**config.mk**
```make
export PLATFORM = sky130hd
export DESIGN_NAME = sdt_ram
export DESIGN_NICKNAME = d
export VERILOG_FILES = /design/src/sv/sdt_ram.sv
export SDC_FILE = /design/constraint.sdc
export NUM_CORES = 1
export LEC_CHECK = 0
export ABC_AREA = 1
export BUFFER_PORTS_ARGS = -buffer_cell sky130_fd_sc_hd__buf_4
export CAP_MARGIN = 20
export CORE_ASPECT_RATIO = 1.25
export CORE_MARGIN = 4
export CORE_UTILIZATION = 50
export CTS_CLUSTER_SIZE = 30
export DETAILED_ROUTE_END_ITERATION = 8
export PLACE_DENSITY_LB_ADDON = 0.25
export SLEW_MARGIN = 20
export SYNTH_ARGS = -nofsm -noshare
export SYNTH_HDL_FRONTEND = slang
export SYNTH_SLANG_ARGS = --single-unit
```
**constraint.sdc**
```tcl
create_clock -name clk -period 3.5 [get_ports clk]
set_clock_uncertainty 0.05 [all_clocks]
set_input_delay 0.35 -clock clk [delete_from_list [all_inputs] [get_ports clk]]
set_output_delay 0.35 -clock clk [all_outputs]
set_load 0.02 [all_outputs]
```
**src/sv/sdt_ram.sv**
```systemverilog
// ----------------------------------------------------------------------------
// sdt_ram
// Generic single-write, single-read RAM with registered read data.
// ----------------------------------------------------------------------------
module sdt_ram #(
    parameter int WIDTH = 32,
    parameter int DEPTH = 16
) (
    input  logic                     clk,
    input  logic                     we,
    input  logic [$clog2(DEPTH)-1:0] waddr,
    input  logic [WIDTH-1:0]         wdata,
    input  logic [$clog2(DEPTH)-1:0] raddr,
    output logic [WIDTH-1:0]         rdata
);

    logic [WIDTH-1:0] mem [DEPTH];

    always_ff @(posedge clk)
    begin
        if (we)
        begin
            mem[waddr] <= wdata;
        end
        rdata <= mem[raddr];
    end

endmodule

```
Yosys cells after proc, flatten, opt, wreduce, memory -nomap -nowiden
Memory sizes are Yosys's and may differ from the RTL's. A register that Yosys moved wholly into a read port is not among the register bits.
Index checks and enable logic that the tools add are counted.
W data, S select, Z words.
{"block": "classes", "n_addsub": 0, "multipliers": 0, "div_mod_pow": 0, "n_lt_le_gt_ge": 0, "n_eq_ne": 0, "shifts": 0, "mux": 2, "bitwise_logic": 0, "n_reduce_logical": 0}
{"operator": "$mux W1", "count": 2}
{"block": "word_totals", "regBits": 0, "latch_bits": 0, "mem_bits_rw": 512, "romBits": 0, "input_bits": 42, "wordCells": 3, "n_memories": 1}
{"name": "mem", "words": 16, "width": 32, "rd": 1, "rd_ports_with_merged_regs": 1, "wr": 1, "line_no": "17", "rtl": "logic [WIDTH-1:0] mem [DEPTH];"}

Longest topological paths before layout
{"block": "depth", "ltp_word": 2, "ltp_mapped": 10, "ltp_nobuf": 7}

Least setup slack after synthesis
Ideal clock, no wire load.
{"block": "synth_path", "kind": "in2reg", "from": "in waddr[2]", "to": "mem mem[10][0] (enable)", "setup_time_ns": 0.421, "t_arrival_ns": 1.922, "required_ns": 3.029, "slack_ns": 1.107, "stages": 2, "n_path_buf": 0, "path_cell_list": "nand3b_1 -> nor2_1"}
{"element": "start: declaration", "line_no": "11", "rtl": "input logic [$clog2(DEPTH)-1:0] waddr,"}
{"element": "end: declaration", "line_no": "17"}
Straight into the memory's write port.

Final worst setup path
{"block": "layout_path", "from": "in waddr[3]", "to": "mem mem[7][14] (enable)"}
Straight into the memory's write port.

==> summary.txt <==
Finish
  – Final instance count without filler cells: 2826
  – Area Overhead vs Synth: 13.2%
  – Reg area: approximately 0.016 mm²
  – Most common cell after layout, fill and taps aside: nand2_1
  – Most frequent cells in the layout: 677 x nand2_1, 512 x edfxtp_1, 386 x inv_1, 385 x nand3_1, 102 x buf_4
  – Nets: 2246
  – Design Area, Final: between 0.02 and 0.03 mm²
  – Multi-input logic area: 0.00467 mm²
  – Fill count: 3738
  – Ant. Diodes: 0
  – Layout cells sized above 1: 9.48%

Placed design
  – DPL Wire Length: approximately 28000 µm
  – Post-DP Area: approximately 0.024 mm²
  – IO buf count: 73
  – GP Congestion: around 0.75
  – Place WS: 1.17 ns
  – Placed Cells: about 2700

Route
  – Final WL: 52700 µm
  – Vias per cell: roughly 5.2
  – Vias: approximately 15000
  – Post-route ant nets: 0
  – Iter 0 DRT Violations: 1198
  – Wire per inst: 18.6 µm
  – # DRC: 0
  – Router iterations before antenna repair: 5

Floorplanning
  – Initial Util: around half
  – Placement Rows: slightly below 90
  – Die height: 246 µm
  – Die X: 199 µm
  – Core area: 0.0451 mm²
  – I/O pins: 74
  – Total die area: 0.0490 mm²

Power and ir drop
  – Clock power share: 40.4%
  – PwrDens: 538 mW/mm²
  – Leak: 11.0 nW
  – Seq pwr share: 52.9%
  – Logic pwr share: 6.7%
  – Switch share: 22.4%
  – Net Sw Power: 3.10 mW
  – P_int: roughly 11 mW
  – Peak supply drop: 0.420 mV

Global routing
  – Initial antenna violation count: 0
  – GRT Overall Usage: 21.7%
  – Vias in the first global route: 14500
  – Met3 usage: 3.04%
  – GRT met1 Usage: between 20 and 30%
  – Largest net degree at the start of global routing: 101
  – Global routing's busiest layer: met2
  – Global-route wire length before repair: 81800 µm
  – Met2 Usage GRT: 36.5%
  – GR Overflow Total: 0

Setup path
  – R2R cell count: 6
  – RR Endpoint: rdata[13]
  – Critical Path Fanout Max: 22
  – Crit path launch type: input pin
  – Worst reg2reg path startpoint: mem[3][13]
  – CP Class: input pin to flop
  – Critical Path RT: around 3.8 ns
  – R2r setup slk: 2.33 ns
  – Critical path arrival: ~2.0 ns
  – Critical path capture point type: flop

Run
  – Max-cap violations: 0

Yosys
  – #FFs+latches synth: 544
  – Syn avg cell area: 10.7 µm²
  – Register area share after synthesis: a little over two thirds
  – Yosys Warn Count: 0
  – Mapped Cells: 2120
  – Syn nets: 2162
  – Synthesized cell area: 0.0227 mm²
  – Synth cell types: 15

Clock tree
  – Post-CTS setup repair buffer count: 0
  – # H-tree levels: 2
  – Sink Count: roughly 540
  – CTS root buf: clkbuf_16
  – TritonCTS clock tree: yes
  – CTS Buf Count: 54
  – Clock Latency Late Sink: 0.60 ns
  – Reg clk slew, reported paths: 0.06 ns
  – Clk buf depth: 3

Timing
  – Peak Freq: 0.590 GHz
  – Unrepaired setup endpoints after global routing: no
  – Final setup TNS: 0 ns
  – Fin. max-slew vios: 0
  – Final Worst Setup Slack: 1.80 ns
  – Crit share post-route: 48.5%
  – Worst slew margin relative to its limit: 31.3%
  – Min cycle time layout: 1.70 ns
  – Final Hold Violating Endpoints: 0
  – Worst-margin pin slew: 1.03 ns
  – Final setup vio count: 0

Min path
  – Hold Crit Endpoint: mem[12][6]
  – Hold Path Stages: 1
  – Hold wc startpoint: wdata[6]
  – Class of the worst hold path: input pin to flop

Status
  – Status: finished, final reports clean
[routing by layer]
layer | vias up | share of wire (%)
met5 | - | 0
met3 | 93 | 6.3
met1 | 7058 | 42
li1 | 7008 | -
met4 | 0 | 2.5
met2 | 472 | 50
[power by group through the flow]
stage	Sequential [mW]	Combinational (mW)	Clock (mW)
global route	7.33	1.02	5.99
detailed placement	7.46	0.902	0
global placement	7.46	0.887	0
floorplan	7.51	0.497	0
finish	7.32	0.921	5.60
CTS	7.33	0.928	5.71
[flip-flops by register name, summed over array words and instances (netlist names)]
register  cells
mem         512
rdata        32
[kinds of logic (layout without fill, tap and decap cells)]
logic type	count (synthesis)	count (layout)	share of synthesized area (%)
simple gates	1081	1081	20.0
flops	544	544	70.5
buf+inv	495	623	9.54
[critical path: stages]
cell	delay, ns
buf_4	0.13
nand3b_1	0.38
nor2_4	0.79
buf_4	0.28
[through the flow]
stage	power, mW	utilization (%)	hold slack [ns]
6_report	13.8	57.1	0.0292
4_1_cts	14.0	57.1	0.00216
2_1_floorplan	8.01	-	0.399
5_1_grt	14.3	57.1	0.0269
3_3_place_gp	8.35	52.8	0.582
3_5_place_dp	8.37	52.8	0.590
[timing repair]
| item | CTS | global route |
|---|---|---|
| hold endpoints to repair | 299 | 0 |
| hold buffers | 22 | 0 |
| gates resized for setup | 0 | 0 |
[area by class of cell]
cell class | count | area share (%)
Timing Repair Buffer | 133 | 4.47
Clock inverter | 30 | 0.953
Clock buffer | 70 | 5.68
Tap cell | 578 | 2.81
Inverter | 390 | 5.72
Sequential cell | 544 | 62.2
Multi-Input combinational cell | 1081 | 18.1
[cell usage after synthesis]
cell	instances	area [µm²]
buf_1	14	52.6
buf_12	1	20.0
buf_2	41	205
buf_4	6	45.0
buf_6	29	327
clkbuf_1	14	52.6
dfxtp_1	32	641
edfxtp_1	512	15400
inv_1	388	1460
inv_2	1	3.75
inv_4	1	6.26
nand2_1	677	2540
nand3_1	385	1930
nand3b_1	2	15.0
nor2_1	17	63.8
[how the worst max path moves through the flow]
stage | from | to | slack (ns) | depth (start not counted)
6_report | waddr[3] | mem[7][14] | 1.80 | 4
5_1_grt | waddr[3] | mem[7][14] | 1.75 | 4
4_1_cts | waddr[3] | mem[7][14] | 1.81 | 4
3_5_place_dp | waddr[3] | mem[7][14] | 1.17 | 4
3_3_place_gp | waddr[3] | mem[7][20] | 1.22 | 4
2_1_floorplan | waddr[2] | mem[10][0] | 1.11 | 2
Power figures use the tool's default switching activity.
