## src/sv/sdt_pkg.sv

```systemverilog
// ----------------------------------------------------------------------------
// sdt_pkg
// Shared widths, constants and opcodes for the single data transfer unit.
// ----------------------------------------------------------------------------
package sdt_pkg;

    localparam int DATA_W        = 32;
    localparam int NUM_REGS      = 16;
    localparam int REG_AW        = 4;
    localparam int MEM_WORDS_DEF = 16384;
    localparam int OFFSET_W      = 12;

    // request opcodes
    localparam logic [1:0] OP_EXEC     = 2'd0;
    localparam logic [1:0] OP_LOAD_REG = 2'd1;
    localparam logic [1:0] OP_LOAD_MEM = 2'd2;

    // instruction bit positions
    localparam int BIT_P   = 24;
    localparam int BIT_U   = 23;
    localparam int BIT_L   = 20;
    localparam int RN_LSB  = 16;
    localparam int RD_LSB  = 12;

endpackage

```

## src/sv/sdt_alu.sv

```systemverilog
// ----------------------------------------------------------------------------
// sdt_alu
// Shared 32-bit add/subtract unit with carry out (carry = no borrow on sub).
// ----------------------------------------------------------------------------
module sdt_alu
    import sdt_pkg::*;
(
    input  logic              sub,
    input  logic [DATA_W-1:0] a,
    input  logic [DATA_W-1:0] b,
    output logic [DATA_W-1:0] sum,
    output logic              carry
);

    logic [DATA_W-1:0] b_eff;
    logic [DATA_W:0]   total;

    assign b_eff = sub ? ~b : b;
    assign total = {1'b0, a} + {1'b0, b_eff} + {{DATA_W{1'b0}}, sub};
    assign sum   = total[DATA_W-1:0];
    assign carry = total[DATA_W];

endmodule

```

## config.mk

```make
export PLATFORM = sky130hd
export DESIGN_NAME = sdt_alu
export DESIGN_NICKNAME = d
export VERILOG_FILES = /design/src/sv/sdt_pkg.sv /design/src/sv/sdt_alu.sv
export SDC_FILE = /design/constraint.sdc
export NUM_CORES = 1
export LEC_CHECK = 0
export ABC_AREA = 1
export BUFFER_PORTS_ARGS = -buffer_cell sky130_fd_sc_hd__buf_2
export CORE_ASPECT_RATIO = 0.5
export CORE_MARGIN = 2
export CORE_UTILIZATION = 30
export DETAILED_ROUTE_END_ITERATION = 7
export MAX_ROUTING_LAYER = met4
export PLACE_DENSITY = 0.53
export SYNTH_ARGS = -nofsm -noshare
export SYNTH_HDL_FRONTEND = slang
export SYNTH_SLANG_ARGS = --single-unit
```

## constraint.sdc

```tcl
create_clock -name vclk -period 5.1
set_input_delay 0.255 -clock vclk [all_inputs]
set_output_delay 0.255 -clock vclk [all_outputs]
set_load 0.02 [all_outputs]
```

# == Word level (Yosys, flattened, before mapping) ==
# Index checks and enable logic that the tools add are counted.
# classes
addsub,2
mux,1
bitwise,1
# op_table
op,n
adder 32 x 32 -> 33 bit,1
adder 33 x 1 -> 33 bit,1
2-to-1 mux 32 bit,1
NOT 32 bit,1
# totals
register_bits,0
input_bits,65
word_cells,4

# == Depth between registers and ports, before layout ==
# Gate-level depths: netlist of run 1.
# depth
ltp_word,4
mapped_depth,16

# == Worst setup path after synthesis of run 1 ==
# No wires, ideal clock.
# synth_timing
kind,input-to-output
start,in sub
end,out sum[14]
t_arrival_ps,2024
required_ps,4845
path_slack_ps,2821
path_stages,11
path_cell_list,buf_4 buf_2 xor2_1 ha_1 nand2_1 o21ai_2 nand2_2 nand2_4 nand2_2 nand2_4 xor2_1
# synth_between
elab_chain_len,3
# synth_lines
item,line,rtl
from (decl),sdt_alu.sv:8,"input logic sub,"
2-to-1 mux 32 bit,sdt_alu.sv:18,assign b_eff = sub ? ~b : b;
adder 32 x 32 -> 33 bit,sdt_alu.sv:19,"assign total = {1'b0, a} + {1'b0, b_eff} + {{DATA_W{1'b0}}, sub};"
adder 33 x 1 -> 33 bit *,sdt_alu.sv:19,
to (decl),sdt_alu.sv:11,"output logic [DATA_W-1:0] sum,"
# Every way passes the cells marked *; elsewhere a longest branch is shown, timed or not.

# == Worst setup path in the final report of run 1 ==
# layout_timing
start,in sub
end,out sum[30]
# Same word-level chain as after synthesis.

==> results of run 1 <==
-- cell families after synthesis --
family	after synthesis	share of synthesized area
simple gates	251	0.414
buf+inv	94	0.138
compound gates	57	0.120
xor+xnor	47	0.157
fa+ha+maj	35	0.170
-- cells in the final DEF (no fill, tap or decap) --
cell / instances
a21oi_1: 30
a21oi_2: 4
and2_1: 1
and2_4: 1
buf_2: 98
fa_1: 1
ha_1: 34
inv_1: 84
inv_2: 6
nand2_1: 159
nand2_2: 12
nand2_4: 3
nand3_1: 19
nand3_2: 4
nand4_1: 1
nor2_1: 42
nor2_2: 1
nor3_1: 5
nor3_2: 2
nor4_2: 1
o21ai_0: 8
o21ai_1: 10
o21ai_2: 1
o21bai_1: 4
xnor2_1: 3
xor2_1: 44
-- critical path, delay by kind of cell --
| kind | cells | cell delay [ns] |
|---|---|---|
| AND/OR/NAND/NOR | 8 | 0.55 |
| AO/OA/AOI/OAI | 1 | 0.30 |
| adder cells (fa/ha/maj) | 1 | 0.49 |
| XOR/XNOR | 1 | 0.23 |
| buffers and inverters | 2 | 0.83 |
-- worst paths after layout --
| kind | startpoint | end | slack [ns] | depth (start not counted) |
|---|---|---|---|---|
| worst max-delay path | sub | sum[30] | 2.16 | 13 |
| worst min-delay path | a[0] | sum[0] | 0.81 | 3 |
-- power groups by stage --
stage / logic [mW] / registers [mW] / clock network [mW]
2_1_floorplan: 0.449 / 0 / 0
3_3_place_gp: 0.639 / 0 / 0
3_5_place_dp: 0.638 / 0 / 0
4_1_cts: 0.640 / 0 / 0
5_1_grt: 0.711 / 0 / 0
6_report: 0.634 / 0 / 0
-- layout make-up --
cell class / count / area, sq um / share of cell area
tap: 117 / 146 / 0.0453
timing repair buffer: 98 / 490 / 0.152
multi-input combinational: 390 / 2250 / 0.698
inverter: 90 / 338 / 0.105
-- routing by layer --
metal / wire [um] / vias to the layer above / track usage
met5: 0 / - / -
met4: 0 / 0 / 0
met3: 455 / 0 / 0.00290
met2: 3280 / 74 / 0.276
met1: 4210 / 1250 / 0.246
li1: - / 1680 / -
-- per-stage QoR --
| stage | hold slack [ns] | setup slack, ns | power [mW] | instances | util |
|---|---|---|---|---|---|
| floorplan | 0.634 | 2.82 | 0.449 | 484 | - |
| global placement | 0.810 | 2.14 | 0.639 | 695 | 0.376 |
| detailed placement | 0.811 | 2.10 | 0.638 | 695 | 0.376 |
| CTS | 0.810 | 2.10 | 0.640 | 695 | 0.376 |
| global route | 0.831 | 1.87 | 0.711 | 695 | 0.376 |
| finish | 0.808 | 2.16 | 0.634 | 695 | 0.376 |
==> reports/metrics.cfg, run 1 <==
[run_status]
outcome = complete, no violations

[layout]
nFlopsAndLatches = 0
layout-drive-gt1-share = 0.230
num-fill-cells = 1038
fin_nets = 680
nClkBuffers = 0
antenna_cells = 0
fin_area_sq_um = 3230
seq_area_sq_um = 0
areaGrowthSynthToFinish_pct = 23.5

[worst_setup_path]
endpoint_kind = output pin
critPathLaunchType = input port
cp.required_ns = 4.85
cpPeakStageDelay_ns = 0.68
worstPathArrival_ns = 2.69
slowest_stage = buf_2
crit_chain = buf_2 > xnor2_1 > fa_1 > o21ai_2 > nand2_2 > nand2_4 > nand2_2 > nand2_4 > nand2_2 > nand2_1 > nand2_1 > nand2_1 > buf_2
cp_max_fo = 32
worstSetupPathType = input port to output pin

[sta]
worst-slew-pin-transition_ns = 0.908
period_share = 0.577
rsz0062_at_grt = no
period_needed_ns = 2.94
slew_violations = 0
fmax_mhz = 340
finalHoldViolCount = 0
finalSetupViolations = 0
slew_headroom = 0.395
fin_tns_setup_ns = 0

[logic_synthesis]
ys.warnings.count = 0
yosys.cell_count.top_type = nand2_1
synthTopCellsByArea = nand2_1 (23%), ha_1 (16%), xor2_1 (15%)
synth_top_area_share = 0.228
synthCells = 484
syn_avg_cell_area_sq_um = 5.40
synth_common_cells = nand2_1 (159), inv_1 (84), xor2_1 (44), nor2_1 (42), ha_1 (34)
synth_nets = 584
synth_cell_types = 27
syn_area_sq_um = 2620
ys_seq_area_frac = 0
synth_top_area_cell = nand2_1

[floorplanning]
core_area_sq_um = 8590
dieHeight_um = 70.0
pin_count = 98
initial_core_util = 0.304
die_w_um = 136
dieArea_sq_um = 9530
row_count = 24

[global_routing]
grt_max_degree = 33
gr-total-overflow = 0
grt_first_pass_wirelength_um = 12900
gr-usage-all-layers = 0.168
grt_pass1_vias = 2830
antenna_found_initial = 0

[clocking]
post_cts_buffers = 0
holdBufCountCts = 0
cts_resized = 0

[placed_design]
port_buffers = 98
dpl_cell_area_sq_um = 3230
routabilityCongestion = 0.879
place_hpwl_um = 7230

[drt]
totalWireLength_um = 7940
wl_per_cell_um = 11.4
ant_nets = 0
drc_errors = 0
via_per_inst = 4.32
detail_route.first_pass.iterations = 4
initialDrtViolationCount = 117
vias = 3004

[power_and_ir_drop]
vdd_ir_drop_max_mv = 0.0838
power_frac_seq = 0
p_int_mw = 0.221
combPwrFrac = 1.000
p_switching_mw = 0.413
p_per_area_nw_per_um2 = 196
total_leakage_power_nw = 2.00
p_sw_frac = 0.652
clockPowerShare = 0

[hold_path]
holdCritPathClass = input port to output pin

[job]
drv_cap = 0

(Power assumes the default switching activity.)
==> inputs of run 2 (changes only) <==
--- a/config.mk
+++ b/config.mk
@@ -5,14 +5,14 @@
 export SDC_FILE = /design/constraint.sdc
 export NUM_CORES = 1
 export LEC_CHECK = 0
-export ABC_AREA = 1
+export ABC_AREA = 0
 export BUFFER_PORTS_ARGS = -buffer_cell sky130_fd_sc_hd__buf_2
 export CORE_ASPECT_RATIO = 0.5
 export CORE_MARGIN = 2
 export CORE_UTILIZATION = 30
 export DETAILED_ROUTE_END_ITERATION = 7
 export MAX_ROUTING_LAYER = met4
-export PLACE_DENSITY = 0.53
+export PLACE_DENSITY = 0.56
 export SYNTH_ARGS = -nofsm -noshare
 export SYNTH_HDL_FRONTEND = slang
 export SYNTH_SLANG_ARGS = --single-unit
==> constraint.sdc (replaced) <==
create_clock -name vclk -period 3.05
set_input_delay 0.1525 -clock vclk [all_inputs]
set_output_delay 0.1525 -clock vclk [all_outputs]
set_load 0.02 [all_outputs]
==> run 2 against run 1 <==
Sequential share of layout area is the same; critical path depth shrank 1; routed wire length shrank 21%; cell count shrank 29%; synthesized cell count shrank 41%; count of clock-buffer cells in the layout is the same; synthesized area shrank 19%; critical path type unchanged; critical endpoint is now sum[28]; largest cell class unchanged; largest power group unchanged.
==> reports/metrics.cfg, run 2 <==
[floorplanning]
pin_count = 98
dieHeight_um = 63.2
dieArea_sq_um = 7750
row_count = 21
core_area_sq_um = 6730
die_w_um = 122
initial_core_util = 0.313

[placed_design]
pre_cts_ws_ns = -0.0801
port_buffers = 98
routabilityCongestion = 0.839
place_hpwl_um = 5520
place_inst = 494

[sta]
fmax_mhz = 328
rsz0062_at_grt = yes
slew_violations = 0
setup_slack_ns = 0.000942
period_needed_ns = 3.05
finalSetupViolations = 0
worst-slew-pin-transition_ns = 0.418
slew_headroom = 0.721
finalHoldViolCount = 0
period_share = 1.00

[global_routing]
grt_max_degree = 14
gr-total-overflow = 0
gr-usage-all-layers = 0.153
grt_first_pass_wirelength_um = 9870
antenna_found_initial = 0
grt_pass1_vias = 2295

[drt]
totalWireLength_um = 6270
initialDrtViolationCount = 85
ant_nets = 0
vias = 2498
detail_route.first_pass.iterations = 4
drc_errors = 0
wl_per_cell_um = 12.7
via_per_inst = 5.06

[layout]
antenna_cells = 0
layout-drive-gt1-share = 0.343
mostFrequentLayoutCell = buf_2
areaGrowthSynthToFinish_pct = 40.1
nFlopsAndLatches = 0
num-fill-cells = 739
final_cell_mix = buf_2 (97), xor2_1 (40), ha_1 (34)
multi_input_area_sq_um = 2100
fin_nets = 504
nClkBuffers = 0
seq_area_sq_um = 0
final_cells = 494

[logic_synthesis]
yosys.cell_count.top_type = xor2_1
ys_seq_area_frac = 0
synth_common_cells = xor2_1 (41), ha_1 (34), a21oi_1 (31), nand2_1 (19), xnor2_1 (17)
ys.warnings.count = 0
syn_area_sq_um = 2110
synth_top_area_share = 0.202
synthCells = 286
synth_cell_types = 46
synth_nets = 386
synth_top_area_cell = ha_1
synthTopCellsByArea = ha_1 (20%), xor2_1 (17%), a21oi_1 (7.4%)
syn_avg_cell_area_sq_um = 7.36

[worst_setup_path]
worstPathArrival_ns = 2.90
crit_family = compound AO/OA/AOI/OAI gates
slowest_stage = a221o_1
worstSetupPathType = input port to output pin
cp_max_fo = 4
cp.required_ns = 2.90
endpoint_kind = output pin
crit_buf_inv = 3
cpPeakStageDelay_ns = 0.36
crit_chain = buf_2 > xor2_1 > ha_1 > a21o_1 > a21o_1 > a221o_1 > a221o_1 > a31o_2 > buf_4 > nand4_1 > nor4bb_2 > buf_2
critPathLaunchType = input port

[run_status]
outcome = complete, no violations

[hold_path]
hold_depth = 3
holdCritPathClass = input port to output pin
min_from = a[0]
whs_endpoint = sum[0]

[power_and_ir_drop]
p_int_mw = 0.465
p_per_area_nw_per_um2 = 372
p_sw_frac = 0.576
combPwrFrac = 1.000
total_leakage_power_nw = 1.53
clockPowerShare = 0
p_switching_mw = 0.634
vdd_ir_drop_max_mv = 0.149
power_frac_seq = 0

[job]
drv_cap = 0

[clocking]
holdBufCountCts = 0

[run 2: cell types whose count changed after synthesis, sizes merged, moves of 6 or more]
cell / before / now
nand2: 174 / 19
inv: 90 / 9
nor2: 43 / 10
a21o: 0 / 16
xnor2: 3 / 17
nand3: 23 / 12
o21ai: 19 / 9
and3: 0 / 6
clkbuf: 0 / 6
[run 2: power groups by stage]
stage | clock network (mW) | registers, mW | logic, mW
after floorplan | 0 | 0 | 0.725
after global placement | 0 | 0 | 1.08
after detailed placement | 0 | 0 | 1.09
after CTS | 0 | 0 | 1.09
after global routing | 0 | 0 | 1.20
final | 0 | 0 | 1.10
[run 2: cell families (layout without fill, tap and decap cells)]
group,after synthesis,after routing,synth area share
compound gates,102,102,0.329
simple gates,72,72,0.177
mux,2,2,0.00951
fa+ha+maj,35,35,0.212
xor+xnor,58,58,0.241
buf+inv,17,133,0.0315
[run 2: cell type report]
type | instances | share of cell area
Inverter | 9 | 0.0115
Multi-Input combinational cell | 269 | 0.711
Tap cell | 92 | 0.0390
Timing Repair Buffer | 124 | 0.239
[run 2: how the worst max path moves through the flow]
| stage | start | endpoint | slack, ns | cells after the start |
|---|---|---|---|---|
| finish | sub | sum[28] | 0.0009 | 12 |
| CTS | sub | sum[25] | 0.005 | 12 |
| detailed placement | sub | sum[28] | -0.08 | 11 |
| global placement | sub | sum[25] | 0.03 | 12 |
| global route | sub | sum[28] | -0.09 | 12 |
| floorplan | sub | sum[28] | 0.02 | 10 |
[run 2: per-stage QoR]
stage	utilization	setup TNS (ns)	area, sq um	hold WS, ns	power [mW]
after floorplan	-	0	2110	0.429	0.725
after global placement	0.430	0	2890	0.608	1.08
after detailed placement	0.430	-0.0997	2890	0.607	1.09
after CTS	0.433	0	2910	0.606	1.09
after global routing	0.439	-0.178	2950	0.621	1.20
final	0.439	0	2950	0.608	1.10
[run 2: timing repair]
action / CTS / global route
pin swaps: 0 / 5
setup buffers: 0 / 0
gates resized for setup: 4 / 9
setup endpoints to repair: 2 / 10
[run 2: per-layer routing]
| metal | routed length [um] | global-route usage | vias up | share of wire |
|---|---|---|---|---|
| li1 | - | - | 1302 | - |
| met1 | 3060 | 0.209 | 1155 | 0.49 |
| met2 | 2980 | 0.269 | 41 | 0.48 |
| met3 | 226 | 0.00181 | 0 | 0.036 |
| met4 | 0 | 0 | 0 | 0 |
| met5 | 0 | - | - | 0 |
==> inputs of run 3 (changes only) <==
--- a/config.mk
+++ b/config.mk
@@ -12,7 +12,6 @@
 export CORE_UTILIZATION = 30
 export DETAILED_ROUTE_END_ITERATION = 7
 export MAX_ROUTING_LAYER = met4
-export PLACE_DENSITY = 0.56
 export SYNTH_ARGS = -nofsm -noshare
 export SYNTH_HDL_FRONTEND = slang
 export SYNTH_SLANG_ARGS = --single-unit
==> run 3 against run 2 <==
Die area unchanged; flip-flop and latch count unchanged; worst hold slack worse by 0.0040 ns; via count down 0.68%; cell count up 1.4%; non-clock buffer count up 7; critical path type unchanged.
==> reports/metrics.cfg, run 3 (synthesis results as in run 2) <==
[floorplanning]
initial_core_util = 0.313
die_w_um = 122
dieArea_sq_um = 7750
row_count = 21
pin_count = 98
core_area_sq_um = 6730
dieHeight_um = 63.2

[placed_design]
port_buffers = 98
pre_cts_ws_ns = -0.145
place_hpwl_um = 5320
routabilityCongestion = 0.901

[hold_path]
holdCritPathClass = input port to output pin
min_from = a[0]

[worst_setup_path]
cp.required_ns = 2.90
critical_path.most_common_cell = buf_4
crit_buf_inv = 3
endpoint_kind = output pin
crit_family = compound AO/OA/AOI/OAI gates
worstPathArrival_ns = 2.78
cp_max_fo = 16
startpoint = sub
slowest_stage = or4b_4
critPathLaunchType = input port
crit_chain = buf_6 > xor2_1 > ha_1 > o21a_1 > o211ai_1 > or4b_4 > a211o_1 > a31oi_2 > buf_4 > nor4b_1 > a311oi_2 > buf_4
cpPeakStageDelay_ns = 0.54
worstSetupPathType = input port to output pin

[drt]
initialDrtViolationCount = 104
via_per_inst = 4.95
detail_route.first_pass.iterations = 4
ant_nets = 0
wl_per_cell_um = 12.3
drc_errors = 0
vias = 2481
totalWireLength_um = 6170

[layout]
nFlopsAndLatches = 0
nClkBuffers = 0
areaGrowthSynthToFinish_pct = 41.6
antenna_cells = 0
num-fill-cells = 753
mostFrequentLayoutCell = buf_2
fin_nets = 511
final_cell_mix = buf_2 (95), xor2_1 (39), buf_4 (35)
layout-drive-gt1-share = 0.347
seq_area_sq_um = 0

[power_and_ir_drop]
vdd_ir_drop_max_mv = 0.163
total_leakage_power_nw = 1.57
p_per_area_nw_per_um2 = 371

[global_routing]
grt_pass1_vias = 2267
grt_first_pass_wirelength_um = 9920
gr-total-overflow = 0
grt_max_degree = 17
gr-usage-all-layers = 0.153
antenna_found_initial = 0

[sta]
finalSetupViolations = 0
period_needed_ns = 2.93
fmax_mhz = 341
setup_slack_ns = 0.120
slew_violations = 0
fin_tns_setup_ns = 0
period_share = 0.961
worst-slew-pin-transition_ns = 0.431
finalHoldViolCount = 0
slew_headroom = 0.713

[run_status]
outcome = complete, no violations

[job]
drv_cap = 0

[clocking]
post_cts_buffers = 0

run 3: cell types whose count changed in the layout (fill, tap and decap cells not counted), sizes merged:
cell / previous run / this run
buf: 124 / 131
run 3: final cells by class:
| cell class | count | area [sq um] | area share |
|---|---|---|---|
| inverter | 9 | 33.8 | 0.0113 |
| tap | 92 | 115 | 0.0386 |
| timing repair buffer | 131 | 749 | 0.251 |
| multi-input combinational | 269 | 2080 | 0.699 |
run 3: worst paths after layout:
path,end,depth (start not counted),slack [ns]
hold / removal,sum[0],3,0.60
setup / recovery,sum[25],12,0.12
run 3: worst min-delay path, stage by stage:
cell	delay, ns
buf_2	0.09
xor2_1	0.06
buf_2	0.15
run 3: stage by stage:
| stage | util | power, mW | hold WS, ns | instances | instance area [sq um] |
|---|---|---|---|---|---|
| floorplan | - | 0.725 | 0.429 | 286 | 2110 |
| global placement | 0.436 | 1.09 | 0.601 | 501 | 2930 |
| detailed placement | 0.436 | 1.09 | 0.607 | 501 | 2930 |
| CTS | 0.437 | 1.10 | 0.606 | 501 | 2940 |
| global route | 0.443 | 1.21 | 0.630 | 501 | 2980 |
| finish | 0.443 | 1.11 | 0.604 | 501 | 2980 |
run 3: metal layers:
metal  wire (um)  track usage  share of wire
met5           0            -              0
met4          17      0.00431         0.0028
met3         157      0.00181          0.025
met2        2870        0.255           0.47
met1        3120        0.220           0.51
run 3: repair_timing:
item,4_1_cts,5_1_grt
pin swaps,0,4
hold buffers,0,0
cloned,0,0
resized for setup,2,9
setup endpoints to repair,6,10
run 3: power by group:
group	internal (mW)	switching [mW]	total, mW
Combinational	0.474	0.633	1.11
Sequential	0	0	0
Clock	0	0	0
